**config.mk**
```make
export PLATFORM = sky130hd
export DESIGN_NAME = fir_convolution_filter
export DESIGN_NICKNAME = d
export VERILOG_FILES = /design/src/rtl/core/fcf_pkg.sv /design/src/rtl/core/fcf_zram.sv /design/src/rtl/core/fcf_mac.sv /design/src/rtl/core/fcf_ctrl.sv /design/src/rtl/core/fir_convolution_filter.sv
export SDC_FILE = /design/constraint.sdc
export NUM_CORES = 2
export LEC_CHECK = 0
export BUFFER_PORTS_ARGS = -buffer_cell sky130_fd_sc_hd__buf_4
export CAP_MARGIN = 0
export CORE_MARGIN = 5
export CORE_UTILIZATION = 30
export CTS_CLUSTER_DIAMETER = 60
export DETAILED_ROUTE_END_ITERATION = 8
export SLEW_MARGIN = 20
export SYNTH_ARGS = -nofsm -noshare
export SYNTH_HDL_FRONTEND = slang
export SYNTH_SLANG_ARGS = --single-unit
```
**constraint.sdc**
```tcl
create_clock -name aclk -period 6.5 [get_ports aclk]
set_input_delay 0.325 -clock aclk [delete_from_list [all_inputs] [get_ports aclk]]
set_output_delay 0.325 -clock aclk [all_outputs]
set_load 0.05 [all_outputs]
```
**src/rtl/core/fcf_pkg.sv**
```systemverilog
// shared constants, payload types and control structs for the fir convolution filter
package fcf_pkg;

    localparam int MAX_TAPS    = 64;
    localparam int TAP_W       = $clog2(MAX_TAPS);
    localparam int SAMPLE_W    = 16;
    localparam int COEF_W      = 16;
    localparam int CNT_W       = 7;
    localparam int INDEX_W     = 6;
    localparam int FRAC_W      = 15;
    localparam int ACC_W       = 2 * SAMPLE_W + TAP_W;
    localparam int DIGIT_SH    = 2;
    localparam int DIGIT_W     = 1 << DIGIT_SH;
    localparam int DIGITS      = SAMPLE_W / DIGIT_W;
    localparam int DIGIT_IDX_W = $clog2(DIGITS);
    localparam int PP_W        = COEF_W + DIGIT_W + 1;

    localparam logic CMD_SAMPLE = 1'b0;
    localparam logic CMD_COEF   = 1'b1;

    localparam logic [SAMPLE_W-1:0] OUT_MAX = 16'h7fff;
    localparam logic [SAMPLE_W-1:0] OUT_MIN = 16'h8000;

    typedef struct packed {
        logic                       cmd;
        logic signed [SAMPLE_W-1:0] sample_in;
        logic [INDEX_W-1:0]         coef_index;
        logic signed [COEF_W-1:0]   coef_value;
    } in_t;

    typedef struct packed {
        logic signed [SAMPLE_W-1:0] sample_out;
        logic                       saturated;
    } out_t;

    typedef enum logic [2:0] {
        ST_IDLE,
        ST_FETCH,
        ST_LOAD,
        ST_MAC,
        ST_ROUND
    } state_t;

    typedef struct packed {
        logic                   clear_acc;
        logic                   load_ops;
        logic                   mac_en;
        logic [DIGIT_IDX_W-1:0] digit;
    } mac_ctrl_t;

    typedef struct packed {
        logic             tap_we;
        logic [TAP_W-1:0] tap_waddr;
        logic             delay_we;
        logic [TAP_W-1:0] delay_waddr;
        logic [TAP_W-1:0] tap_raddr;
        logic [TAP_W-1:0] delay_raddr;
    } ram_ctrl_t;

endpackage

```
**src/rtl/core/fcf_zram.sv**
```systemverilog
// single-port-write ram with registered read, entries read as zero until written
module fcf_zram #(
    parameter int DEPTH = 64,
    parameter int WIDTH = 16,
    localparam int AW = $clog2(DEPTH)
) (
    input  logic             aclk,
    input  logic             aresetn,
    input  logic             we,
    input  logic [AW-1:0]    waddr,
    input  logic [WIDTH-1:0] wdata,
    input  logic [AW-1:0]    raddr,
    output logic [WIDTH-1:0] rdata
);

    logic [WIDTH-1:0] mem [DEPTH];
    logic [DEPTH-1:0] written_reg;
    logic [DEPTH-1:0] written_next;
    logic [WIDTH-1:0] rdata_reg;
    logic             rvalid_reg;

    always_comb begin
        written_next = written_reg;
        if (we) begin
            written_next[waddr] = 1'b1;
        end
    end

    always_ff @(posedge aclk) begin
        if (!aresetn) begin
            written_reg <= '0;
            rvalid_reg  <= 1'b0;
        end else begin
            written_reg <= written_next;
            rvalid_reg  <= written_reg[raddr];
        end
    end

    always_ff @(posedge aclk) begin
        if (we) begin
            mem[waddr] <= wdata;
        end
        rdata_reg <= mem[raddr];
    end

    assign rdata = rvalid_reg ? rdata_reg : '0;

endmodule

```
**src/rtl/core/fcf_mac.sv**
```systemverilog
// digit-serial multiply-accumulate with rounding and saturation to q1.15
module fcf_mac (
    input  logic                               aclk,
    input  fcf_pkg::mac_ctrl_t                 ctrl,
    input  logic signed [fcf_pkg::COEF_W-1:0]   coef_rd,
    input  logic signed [fcf_pkg::SAMPLE_W-1:0] sample_rd,
    output fcf_pkg::out_t                      result
);
    import fcf_pkg::*;

    localparam int Y_W = ACC_W - FRAC_W;

    logic signed [COEF_W-1:0]   coef_reg;
    logic signed [COEF_W-1:0]   coef_next;
    logic signed [SAMPLE_W-1:0] x_sr_reg;
    logic signed [SAMPLE_W-1:0] x_sr_next;
    logic signed [ACC_W-1:0]    acc_reg;
    logic signed [ACC_W-1:0]    acc_next;

    logic signed [DIGIT_W:0]         digit_s;
    logic signed [PP_W-1:0]          pp;
    logic signed [ACC_W-1:0]         pp_ext;
    logic [DIGIT_IDX_W+DIGIT_SH-1:0] shamt;
    logic signed [ACC_W-1:0]         rsum;
    logic [Y_W-1:0]                  y;
    logic [Y_W-SAMPLE_W:0]           y_hi;
    logic                            sat;

    // top digit carries the sign, the others are plain unsigned nibbles
    assign digit_s = {(ctrl.digit == DIGIT_IDX_W'(DIGITS - 1)) ? x_sr_reg[DIGIT_W-1] : 1'b0,
                      x_sr_reg[DIGIT_W-1:0]};
    assign pp      = coef_reg * digit_s;
    assign pp_ext  = ACC_W'(pp);
    assign shamt   = {ctrl.digit, DIGIT_SH'(0)};

    always_comb begin
        coef_next = coef_reg;
        x_sr_next = x_sr_reg;
        acc_next  = acc_reg;
        if (ctrl.clear_acc) begin
            acc_next = '0;
        end else if (ctrl.mac_en) begin
            acc_next = acc_reg + (pp_ext <<< shamt);
        end
        if (ctrl.load_ops) begin
            coef_next = coef_rd;
            x_sr_next = sample_rd;
        end else if (ctrl.mac_en) begin
            x_sr_next = x_sr_reg >>> DIGIT_W;
        end
    end

    always_ff @(posedge aclk) begin
        coef_reg <= coef_next;
        x_sr_reg <= x_sr_next;
        acc_reg  <= acc_next;
    end

    // round half up, then clip to 16 bits
    assign rsum = acc_reg + ACC_W'(1 << (FRAC_W - 1));
    assign y    = rsum[ACC_W-1:FRAC_W];
    assign y_hi = y[Y_W-1:SAMPLE_W-1];
    assign sat  = !((&y_hi) || !(|y_hi));

    always_comb begin
        result.saturated = sat;
        if (sat) begin
            result.sample_out = y[Y_W-1] ? OUT_MIN : OUT_MAX;
        end else begin
            result.sample_out = y[SAMPLE_W-1:0];
        end
    end

endmodule

```
**src/rtl/core/fcf_ctrl.sv**
```systemverilog
// sequencer for the tap walk: pointers, digit counter and request handshake
module fcf_ctrl (
    input  logic                       aclk,
    input  logic                       aresetn,
    input  logic                       s_valid,
    output logic                       s_ready,
    input  fcf_pkg::in_t               s_data,
    input  logic                       m_valid,
    input  logic                       m_ready,
    input  logic [fcf_pkg::CNT_W-1:0]  tap_count,
    output fcf_pkg::mac_ctrl_t         mac_ctrl,
    output fcf_pkg::ram_ctrl_t         ram_ctrl,
    output logic                       out_load
);
    import fcf_pkg::*;

    localparam logic [DIGIT_IDX_W-1:0] LAST_DIGIT = DIGIT_IDX_W'(DIGITS - 1);

    state_t                 state_reg;
    state_t                 state_next;
    logic [TAP_W-1:0]       head_reg;
    logic [TAP_W-1:0]       head_next;
    logic [TAP_W-1:0]       rd_ptr_reg;
    logic [TAP_W-1:0]       rd_ptr_next;
    logic [TAP_W-1:0]       tap_idx_reg;
    logic [TAP_W-1:0]       tap_idx_next;
    logic [TAP_W-1:0]       last_idx_reg;
    logic [TAP_W-1:0]       last_idx_next;
    logic [DIGIT_IDX_W-1:0] digit_reg;
    logic [DIGIT_IDX_W-1:0] digit_next;

    logic [TAP_W-1:0] head_inc;
    logic [TAP_W-1:0] rd_dec;
    logic [TAP_W-1:0] tap_inc;
    logic [TAP_W-1:0] last_idx_in;
    logic             coef_ok;

    assign head_inc = (head_reg == TAP_W'(MAX_TAPS - 1)) ? '0 : head_reg + TAP_W'(1);
    assign rd_dec   = (rd_ptr_reg == '0) ? TAP_W'(MAX_TAPS - 1) : rd_ptr_reg - TAP_W'(1);
    assign tap_inc  = tap_idx_reg + TAP_W'(1);
    assign coef_ok  = (32'(s_data.coef_index) < MAX_TAPS);

    // zero taps behaves as one, anything past the memory as all of it
    always_comb begin
        if (tap_count == '0) begin
            last_idx_in = '0;
        end else if (32'(tap_count) > MAX_TAPS) begin
            last_idx_in = TAP_W'(MAX_TAPS - 1);
        end else begin
            last_idx_in = TAP_W'(tap_count - CNT_W'(1));
        end
    end

    always_ff @(posedge aclk) begin
        if (!aresetn) begin
            state_reg    <= ST_IDLE;
            head_reg     <= '0;
            rd_ptr_reg   <= '0;
            tap_idx_reg  <= '0;
            last_idx_reg <= '0;
            digit_reg    <= '0;
        end else begin
            state_reg    <= state_next;
            head_reg     <= head_next;
            rd_ptr_reg   <= rd_ptr_next;
            tap_idx_reg  <= tap_idx_next;
            last_idx_reg <= last_idx_next;
            digit_reg    <= digit_next;
        end
    end

    always_comb begin
        state_next    = state_reg;
        head_next     = head_reg;
        rd_ptr_next   = rd_ptr_reg;
        tap_idx_next  = tap_idx_reg;
        last_idx_next = last_idx_reg;
        digit_next    = digit_reg;

        s_ready  = 1'b0;
        out_load = 1'b0;

        mac_ctrl.clear_acc = 1'b0;
        mac_ctrl.load_ops  = 1'b0;
        mac_ctrl.mac_en    = 1'b0;
        mac_ctrl.digit     = digit_reg;

        ram_ctrl.tap_we      = 1'b0;
        ram_ctrl.tap_waddr   = TAP_W'(s_data.coef_index);
        ram_ctrl.delay_we    = 1'b0;
        ram_ctrl.delay_waddr = head_inc;
        // during the walk the next tap is prefetched
        ram_ctrl.tap_raddr   = (state_reg == ST_MAC) ? tap_inc : tap_idx_reg;
        ram_ctrl.delay_raddr = (state_reg == ST_MAC) ? rd_dec : rd_ptr_reg;

        case (state_reg)
            ST_IDLE: begin
                s_ready = 1'b1;
                if (s_valid) begin
                    if (s_data.cmd == CMD_COEF) begin
                        ram_ctrl.tap_we = coef_ok;
                    end else begin
                        ram_ctrl.delay_we  = 1'b1;
                        head_next          = head_inc;
                        rd_ptr_next        = head_inc;
                        tap_idx_next       = '0;
                        last_idx_next      = last_idx_in;
                        mac_ctrl.clear_acc = 1'b1;
                        state_next         = ST_FETCH;
                    end
                end
            end
            ST_FETCH: begin
                state_next = ST_LOAD;
            end
            ST_LOAD: begin
                mac_ctrl.load_ops = 1'b1;
                digit_next        = '0;
                state_next        = ST_MAC;
            end
            ST_MAC: begin
                mac_ctrl.mac_en = 1'b1;
                digit_next      = digit_reg + DIGIT_IDX_W'(1);
                if (digit_reg == LAST_DIGIT) begin
                    if (tap_idx_reg == last_idx_reg) begin
                        state_next = ST_ROUND;
                    end else begin
                        mac_ctrl.load_ops = 1'b1;
                        tap_idx_next      = tap_inc;
                        rd_ptr_next       = rd_dec;
                    end
                end
            end
            ST_ROUND: begin
                if (!m_valid || m_ready) begin
                    out_load   = 1'b1;
                    state_next = ST_IDLE;
                end
            end
            default: begin
                state_next = ST_IDLE;
            end
        endcase
    end

`ifndef NO_ASSERTIONS
    a_sample_starts_walk: assert property (@(posedge aclk) disable iff (!aresetn)
        (s_valid && s_ready && s_data.cmd == CMD_SAMPLE) |=> state_reg == ST_FETCH)
        else $error("sample request did not start the tap walk");

    a_tap_in_range: assert property (@(posedge aclk) disable iff (!aresetn)
        (state_reg == ST_MAC) |-> tap_idx_reg <= last_idx_reg)
        else $error("tap index ran past the last tap in use");

    a_out_load_free: assert property (@(posedge aclk) disable iff (!aresetn)
        out_load |-> (state_reg == ST_ROUND && (!m_valid || m_ready)))
        else $error("result loaded over an untaken result");

    a_walk_blocks_input: assert property (@(posedge aclk) disable iff (!aresetn)
        (state_reg == ST_MAC || state_reg == ST_LOAD || state_reg == ST_FETCH) |-> !s_ready)
        else $error("input taken while a sample is in progress");
`endif

endmodule

```
**src/rtl/core/fir_convolution_filter.sv**
```systemverilog
// top level of the streaming fir convolution filter
//
//   port group        direction  moves
//   s_valid/s_ready   in         one request: sample (cmd 0) or coefficient write (cmd 1)
//   m_valid/m_ready   out        one filtered q1.15 sample and a saturation flag
//   cfg_we/cfg_wdata  in         tap count in use
//
// a coefficient write is taken while idle; back-to-back writes run at one per cycle while no sample is in progress
// a sample is worked by one 16x5 multiplier that walks each tap in four
//   digit steps, with a fetch, an operand load and a rounding step around the walk
// the result register lets the next request in while the last result waits
// a finished sample holds in the rounding step until the result register is free
// after reset the tap and delay memories read as zero at once, no clearing pass
module fir_convolution_filter (
    input  logic                      aclk,
    input  logic                      aresetn,
    input  logic                      cfg_we,
    input  logic [fcf_pkg::CNT_W-1:0] cfg_wdata,
    input  logic                      s_valid,
    output logic                      s_ready,
    input  fcf_pkg::in_t              s_data,
    output logic                      m_valid,
    input  logic                      m_ready,
    output fcf_pkg::out_t             m_data
);
    import fcf_pkg::*;

    logic [CNT_W-1:0] tap_count_reg;
    logic [CNT_W-1:0] tap_count_next;
    logic             m_valid_reg;
    logic             m_valid_next;
    out_t             m_data_reg;
    out_t             m_data_next;

    mac_ctrl_t                  mac_ctrl;
    ram_ctrl_t                  ram_ctrl;
    logic                       out_load;
    logic signed [COEF_W-1:0]   coef_rd;
    logic signed [SAMPLE_W-1:0] sample_rd;
    out_t                       result;

    fcf_ctrl u_ctrl (
        .aclk      (aclk),
        .aresetn   (aresetn),
        .s_valid   (s_valid),
        .s_ready   (s_ready),
        .s_data    (s_data),
        .m_valid   (m_valid_reg),
        .m_ready   (m_ready),
        .tap_count (tap_count_reg),
        .mac_ctrl  (mac_ctrl),
        .ram_ctrl  (ram_ctrl),
        .out_load  (out_load)
    );

    fcf_zram #(
        .DEPTH (MAX_TAPS),
        .WIDTH (COEF_W)
    ) u_tap_ram (
        .aclk    (aclk),
        .aresetn (aresetn),
        .we      (ram_ctrl.tap_we),
        .waddr   (ram_ctrl.tap_waddr),
        .wdata   (s_data.coef_value),
        .raddr   (ram_ctrl.tap_raddr),
        .rdata   (coef_rd)
    );

    fcf_zram #(
        .DEPTH (MAX_TAPS),
        .WIDTH (SAMPLE_W)
    ) u_delay_ram (
        .aclk    (aclk),
        .aresetn (aresetn),
        .we      (ram_ctrl.delay_we),
        .waddr   (ram_ctrl.delay_waddr),
        .wdata   (s_data.sample_in),
        .raddr   (ram_ctrl.delay_raddr),
        .rdata   (sample_rd)
    );

    fcf_mac u_mac (
        .aclk      (aclk),
        .ctrl      (mac_ctrl),
        .coef_rd   (coef_rd),
        .sample_rd (sample_rd),
        .result    (result)
    );

    always_comb begin
        tap_count_next = cfg_we ? cfg_wdata : tap_count_reg;
        m_data_next    = out_load ? result : m_data_reg;
        if (out_load) begin
            m_valid_next = 1'b1;
        end else if (m_ready) begin
            m_valid_next = 1'b0;
        end else begin
            m_valid_next = m_valid_reg;
        end
    end

    always_ff @(posedge aclk) begin
        if (!aresetn) begin
            tap_count_reg <= CNT_W'(1);
            m_valid_reg   <= 1'b0;
        end else begin
            tap_count_reg <= tap_count_next;
            m_valid_reg   <= m_valid_next;
        end
    end

    always_ff @(posedge aclk) begin
        m_data_reg <= m_data_next;
    end

    assign m_valid = m_valid_reg;
    assign m_data  = m_data_reg;

endmodule

```
; Yosys cells after proc, flatten, opt, wreduce, memory -nomap -nowiden
; Memories as Yosys holds them, arrays and structs flattened. A register that Yosys moved wholly into a read port is not among the register bits.
; Index checks and enable logic that the tools add are counted.
[classes]
muxes = 56
n_reduce_logical = 19
div_mod_pow = 0
n_addsub = 7
n_eq_ne = 13
n_lt_le_gt_ge = 7
n_bitwise = 3
shift = 1
mul = 1
[op_table]
columns = cell, count
row1 = $or A64 B64 Y64, 2
row2 = $mux W6, 14
row3 = $mux W16, 4
row4 = $add A38 B16 Y38 const B, 1
row5 = $add A38 B38 Y38, 1
row6 = $sshl A21 B4 Y38, 1
row7 = $lt A6 B7 Y1 const B, 4
row8 = $pmux W6 S2, 2
row9 = $mux W1, 23
row10 = $mul A16 B5 Y21, 1
row11 = $mux W15, 1
row12 = $mux W3, 5
row13 = $pmux W3 S5, 1
row14 = $add A6 B1 Y6 const B, 2
row15 = $bmux W1 S6, 2
row16 = $demux W1 S6, 2
row17 = $ge A6 B1 Y1 const B, 2
row18 = $sub A6 B1 Y6 const B, 2
row19 = $ne A2 B2 Y1 const B, 5
row20 = $reduce_and A5 Y1, 2
row21 = $reduce_and A8 Y1, 1
row22 = $reduce_bool A2 Y1, 4
row23 = $reduce_or A8 Y1, 1
row24 = $gt A7 B7 Y1 const B, 1
row25 = 18 further kinds, 23
[totals]
latch_bits = 0
input_bits = 51
word_cells = 127
reg_bits = 254
n_memories = 2
ramBits = 2048
rom_bits = 0
[memory_table]
columns = name, depth, word_bits, read_ports, rd_clocked_by_memory_dff, wr, line
row1 = u_delay_ram.mem, 64, 16, 1, 1, 1, fcf_zram.sv:16  ; logic [WIDTH-1:0] mem [DEPTH];
row2 = u_tap_ram.mem, 64, 16, 1, 1, 1, fcf_zram.sv:16

; Longest topological paths before layout
[logic_depth]
word_depth = 7
ltp_mapped = 30

; Modules after synthesis
; A second synthesis with hierarchy kept.
[unflattened]
hier_cells = 5153
area_unflattened_um2 = 95088.7
[by_module_without_submodules]
columns = module, cells_per_inst, seq_area_each_um2, area_each_um2, instances
row1 = fcf_zram at u_delay_ram, 1972, 32371.0, 42100.4, 1
row2 = fcf_zram at u_tap_ram, 1930, 32371.0, 42011.5, 1
row3 = fcf_mac, 954, 1721.7, 8166.6, 1
row4 = fcf_ctrl, 255, 580.6, 2003.2, 1
row5 = fir_convolution_filter, 42, 670.6, 807.0, 1

; Worst setup path after synthesis
; OpenSTA, ideal clock, no wires.
[synth_path]
kind = flip-flop to flip-flop
startpoint = reg u_ctrl.digit_reg[0]
endpoint = reg u_mac.acc_reg[34]
path_slack_ns = -0.295
arrival_time_ns = 6.677
n_path_buf = 2
stages_incl_launch_ff = 29
setup_ns = 0.117
period_less_slack_ns = 6.795
required_ns = 6.383
path_cell_list = dfxtp_1 > ha_1 > nand2_1 > clkbuf_1 > fa_1 > fa_1 > fa_1 > inv_1 > fa_1 > a21o_1 > a21oi_1 > o21ai_0 > a31oi_1 > o21ai_0 > xnor2_1 > mux2_2 > nor2_1 > a21oi_1 > ha_1 > clkbuf_1 > nand4_1 > or3_1 > a311oi_1 > nor3_1 > o31a_1 > o21ai_1 > a221o_1 > mux2i_1 > nand2_1
[synth_via]
elab_chain_len = 5
[synth_rtl]
columns = element, line
row1 = "start, declared", fcf_ctrl.sv:29  ; logic [DIGIT_IDX_W-1:0] digit_reg;
row2 = "start signal, assigned", fcf_ctrl.sv:68  ; digit_reg <= digit_next;
row3 = $eq A2 B2 Y1, fcf_mac.sv:30  ; assign digit_s = {(ctrl.digit == DIGIT_IDX_W'(DIGITS - 1)) ? x_sr_reg[DIGIT_W-1] : 1'b0,
row4 = $mux W1, fcf_mac.sv:30
row5 = $mul A16 B5 Y21, fcf_mac.sv:32  ; assign pp = coef_reg * digit_s;
row6 = $sshl A21 B4 Y38 (*), fcf_mac.sv:43  ; acc_next = acc_reg + (pp_ext <<< shamt);
row7 = $add A38 B38 Y38 (*), fcf_mac.sv:43
row8 = "end signal, assigned", fcf_mac.sv:56  ; acc_reg <= acc_next;
row9 = "end, declared", fcf_mac.sv:17  ; logic signed [ACC_W-1:0] acc_reg;
; Mark *: on every way between the ends. The rest lies on a longest branch, timed or not.
; A chain may end at the register's enable or synchronous reset.

; Final worst setup path
[layout_path]
startpoint = reg u_mac.x_sr_reg[3]
endpoint = reg u_mac.acc_reg[34]
[layout_via]
elab_chain_len = 4
[layout_rtl]
columns = element, line
row1 = "start, declared", fcf_mac.sv:15  ; logic signed [SAMPLE_W-1:0] x_sr_reg;
row2 = "start signal, assigned", fcf_mac.sv:55  ; x_sr_reg <= x_sr_next;
row3 = $mux W1, fcf_mac.sv:30
row4 = $mul A16 B5 Y21 (*), fcf_mac.sv:32
row5 = $sshl A21 B4 Y38 (*), fcf_mac.sv:43
row6 = $add A38 B38 Y38 (*), fcf_mac.sv:43
; Marks and branches as above.

==> results by group <==
STA
  – Final slew viol count: 0
  – Minimum clock period: 6.51 ns
  – # setup viols final: 1
  – Final setup TNS: -0.0103 ns
  – WHS: roughly 0.029 ns
  – Final Cycle Share: 100%
  – Worst-Margin Slew: 1.12 ns
  – RSZ-0062 raised after global routing: yes
  – Final hold violations: 0
  – Slew HR: 24.5%
  – Clock Skew: 0.108 ns
  – Worst Slack Setup Final: -0.0103 ns
  – Maximum clock rate: approximately 0.15 GHz

CTS
  – Number of H-tree levels: 4
  – CTS max path bufs: 4
  – CTS clk-pin slew, worst paths: 0.06 ns
  – CTS Buf Count: 233
  – Worst skew pair latency: 0.92 ns
  – Clock Tree Root: clkbuf_16
  – CTS tree: done
  – # clock sinks: 2334

Pwr
  – Sequential power share: between 40 and 50%
  – Logic pwr share: ~16%
  – Max VDD drop: 0.234 mV
  – Clock power share: between 30 and 40%
  – Leakage: 36.4 nW
  – Pint: 26.4 mW
  – Switching share of power: 25.1%
  – Total power: 35.2 mW
  – Pwr Density: 318 mW/mm^2
  – Sw power: 8.83 mW

Finish
  – Fillers: about 30000
  – Post-route insts no fill: 9978
  – Biggest regs: u_delay_ram.mem x1024, u_tap_ram.mem x1024
  – Synth-to-layout area growth: 16.5%
  – Area used by multi-input combinational logic: about 0.026 mm^2
  – Commonest cells after routing, fill and taps aside: edfxtp_1, mux4_2, nand2_1, buf_4
  – Nets@finish: between 5000 and 6000
  – Reg area: 0.0677 mm^2
  – Share of cells above drive strength 1: 25.7%
  – Commonest non-fill, non-tap cell in the layout: edfxtp_1

Drt
  – Mean routed wirelength per cell: 23.2 um
  – M1 wire length: 100000 um
  – First-pass DRT Iterations: 6
  – Highest metal used: met4
  – Routed met2 length: between 100000 and 150000 um
  – Initial DRC Count: 4848
  – Post-Route WL: 232000 um
  – Via/cell ratio: 5.00
  – Via count: 49900
  – Routed Antenna Nets: 0
  – DRC violations left: 0
  – Met3 WL post-DR: 14800 um

Synth
  – Yosys reg bits: between 2000 and 2500
  – Post-Syn Area: 0.0950 mm^2
  – Synth warnings: 0
  – Mapped Nets: 5418
  – Average footprint of a synthesized cell: approximately 18 um^2
  – Most used DFF post-synth: edfxtp_1
  – Synth top area share: 66.3%
  – Async set-or-reset flop fraction in the synthesized netlist: 0%
  – Largest cells by area after synthesis: edfxtp_1, mux4_2, dfxtp_1
  – Post-synth EDFFs: approximately 2100
  – Netlist cell types: 70
  – Cells after Synth: 5232
  – Synth area leader: edfxtp_1
  – Post-synthesis sequential area ratio: slightly above 70%

Setup path
  – Critical Path Source Type: flop
  – Critical Path RT: 7.25 ns
  – CP peak stage delay: 0.55 ns
  – Kind of critical path: flop to flop
  – CP Max Fanout: 5
  – Reg-to-reg startpoint: u_mac.x_sr_reg[3]
  – CP arrival: 7.26 ns
  – Crit path launch: u_mac.x_sr_reg[3]
  – Setup crit end kind: flop
  – Worst Path Buf+Inv: 4
  – Cell family with most CP delay: adder cells
  – Crit path top cell by count: fa_1
  – Slowest cell on crit path: fa_1

Die
  – Die width: 573 um
  – Die ar.: 0.328 mm^2
  – CORE AREA: 0.315 mm^2
  – Die Y: between 500 and 600 um
  – Boundary Pins: 70
  – Starting Density: between 30 and 40%
  – Cell Rows: approximately 210

Status
  – Status: finished, violations left
  – Violated checks: negative setup slack

Global routing
  – Initial antenna violation count: 8
  – Largest net degree at the start of global routing: 111
  – Grt total ovfl: 0
  – Number of global-route vias before repair: 50000
  – First-pass GRT wire length: between 300000 and 400000 um
  – GRT Total Usage: between 10% and 20%

Placement
  – PortBufs: 69
  – Dpl cells: 9496
  – Final Wtd Congestion: 0.862
  – DPL Wire Length: between 100000 and 150000 um

Hold path
  – Hold WC Path Type: input pin to flop
  – Hold path start: s_data[14]

Flow run
  – Max_cap viols: 0
==> synth_stat cells (all sizes together) (3+ instances only) <==
cell	count
nor2	219
buf	111
o31ai	8
nor2b	26
and3	65
maj3	4
o2111ai	3
o21a	139
nand3b	9
fa	51
o31a	3
dfxtp	237
nor3	33
a221o	3
and2	88
nand3	104
a311oi	16
o21bai	7
a21boi	8
nand4	29
inv	132
a211oi	14
nand2b	6
a31oi	57
or3b	3
mux4	621
o21ai	92
or2	8
nor3b	8
xor2	29
a21oi	120
a21o	33
a2111oi	3
and4	5
edfxtp	2097
clkbuf	181
mux2i	27
o211ai	8
nand2	418
o22ai	23
or3	11
ha	84
xnor2	59
==> stage by stage <==
stage | cell area [um^2] | worst slack, ns | util [%]
6_report | 111000 | -0.0103 | 35.1
5_1_grt | 111000 | -0.277 | 35.1
3_3_place_gp | 102000 | -0.413 | 32.5
3_5_place_dp | 102000 | -0.446 | 32.5
2_1_floorplan | 95000 | -0.0276 | -
4_1_cts | 110000 | 0.00224 | 35.0
==> power by group through the flow <==
stage,Sequential [mW],Combinational [mW],Clock [mW]
2_1_floorplan,17.0,3.06,0
3_3_place_gp,17.0,5.04,0
3_5_place_dp,17.1,5.08,0
4_1_cts,16.7,5.20,13.3
5_1_grt,16.8,5.93,14.0
6_report,16.7,5.47,13.0
==> final timing paths <==
path | to | depth (start not counted) | slack, ns
setup / recovery | u_mac.acc_reg[34] | 28 | -0.01
hold / removal | u_tap_ram.mem[3][14] | 1 | 0.03
setup reg to reg | u_mac.acc_reg[34] | 28 | -0.01
hold reg to reg | u_mac.acc_reg[4] | 2 | 0.46
==> layout make-up <==
class                           count  area share (%)
Sequential cell                  2334            61.2
Multi-Input combinational cell   2473            23.7
Clock buffer                      299            5.66
Tap cell                         4160            4.70
Timing Repair Buffer              450            3.32
Clock inverter                    126           0.996
Inverter                          133           0.453
Antenna cell                        3         0.00678
==> logic make-up after synthesis <==
| group | count (synthesis) | synth area share, % |
|---|---|---|
| AND/OR/NAND/NOR | 1039 | 5.06 |
| multiplexers | 650 | 15.0 |
| AO/OA/AOI/OAI | 557 | 3.81 |
| XOR/XNOR | 88 | 0.811 |
| flip-flops | 2334 | 71.3 |
| adder cells (fa/ha/maj) | 139 | 2.22 |
| buffers and inverters | 425 | 1.80 |
==> metal layers <==
layer | GRT usage, % | up-vias
li1 | - | 21600
met2 | 22.0 | 1550
met3 | 2.28 | 320
met1 | 19.3 | 26500
met4 | 3.39 | 0
met5 | 0 | -
==> timing repair <==
| item | in CTS | in global routing |
|---|---|---|
| setup endpoints to repair | 18 | 21 |
| hold buffers | 37 | 0 |
| resized for setup | 25 | 83 |
| buffers inserted | 14 | 5 |
| pin swaps | 18 | 48 |
| endpoints found under the hold margin | 272 | 0 |
Power figures use the tool's default switching activity.
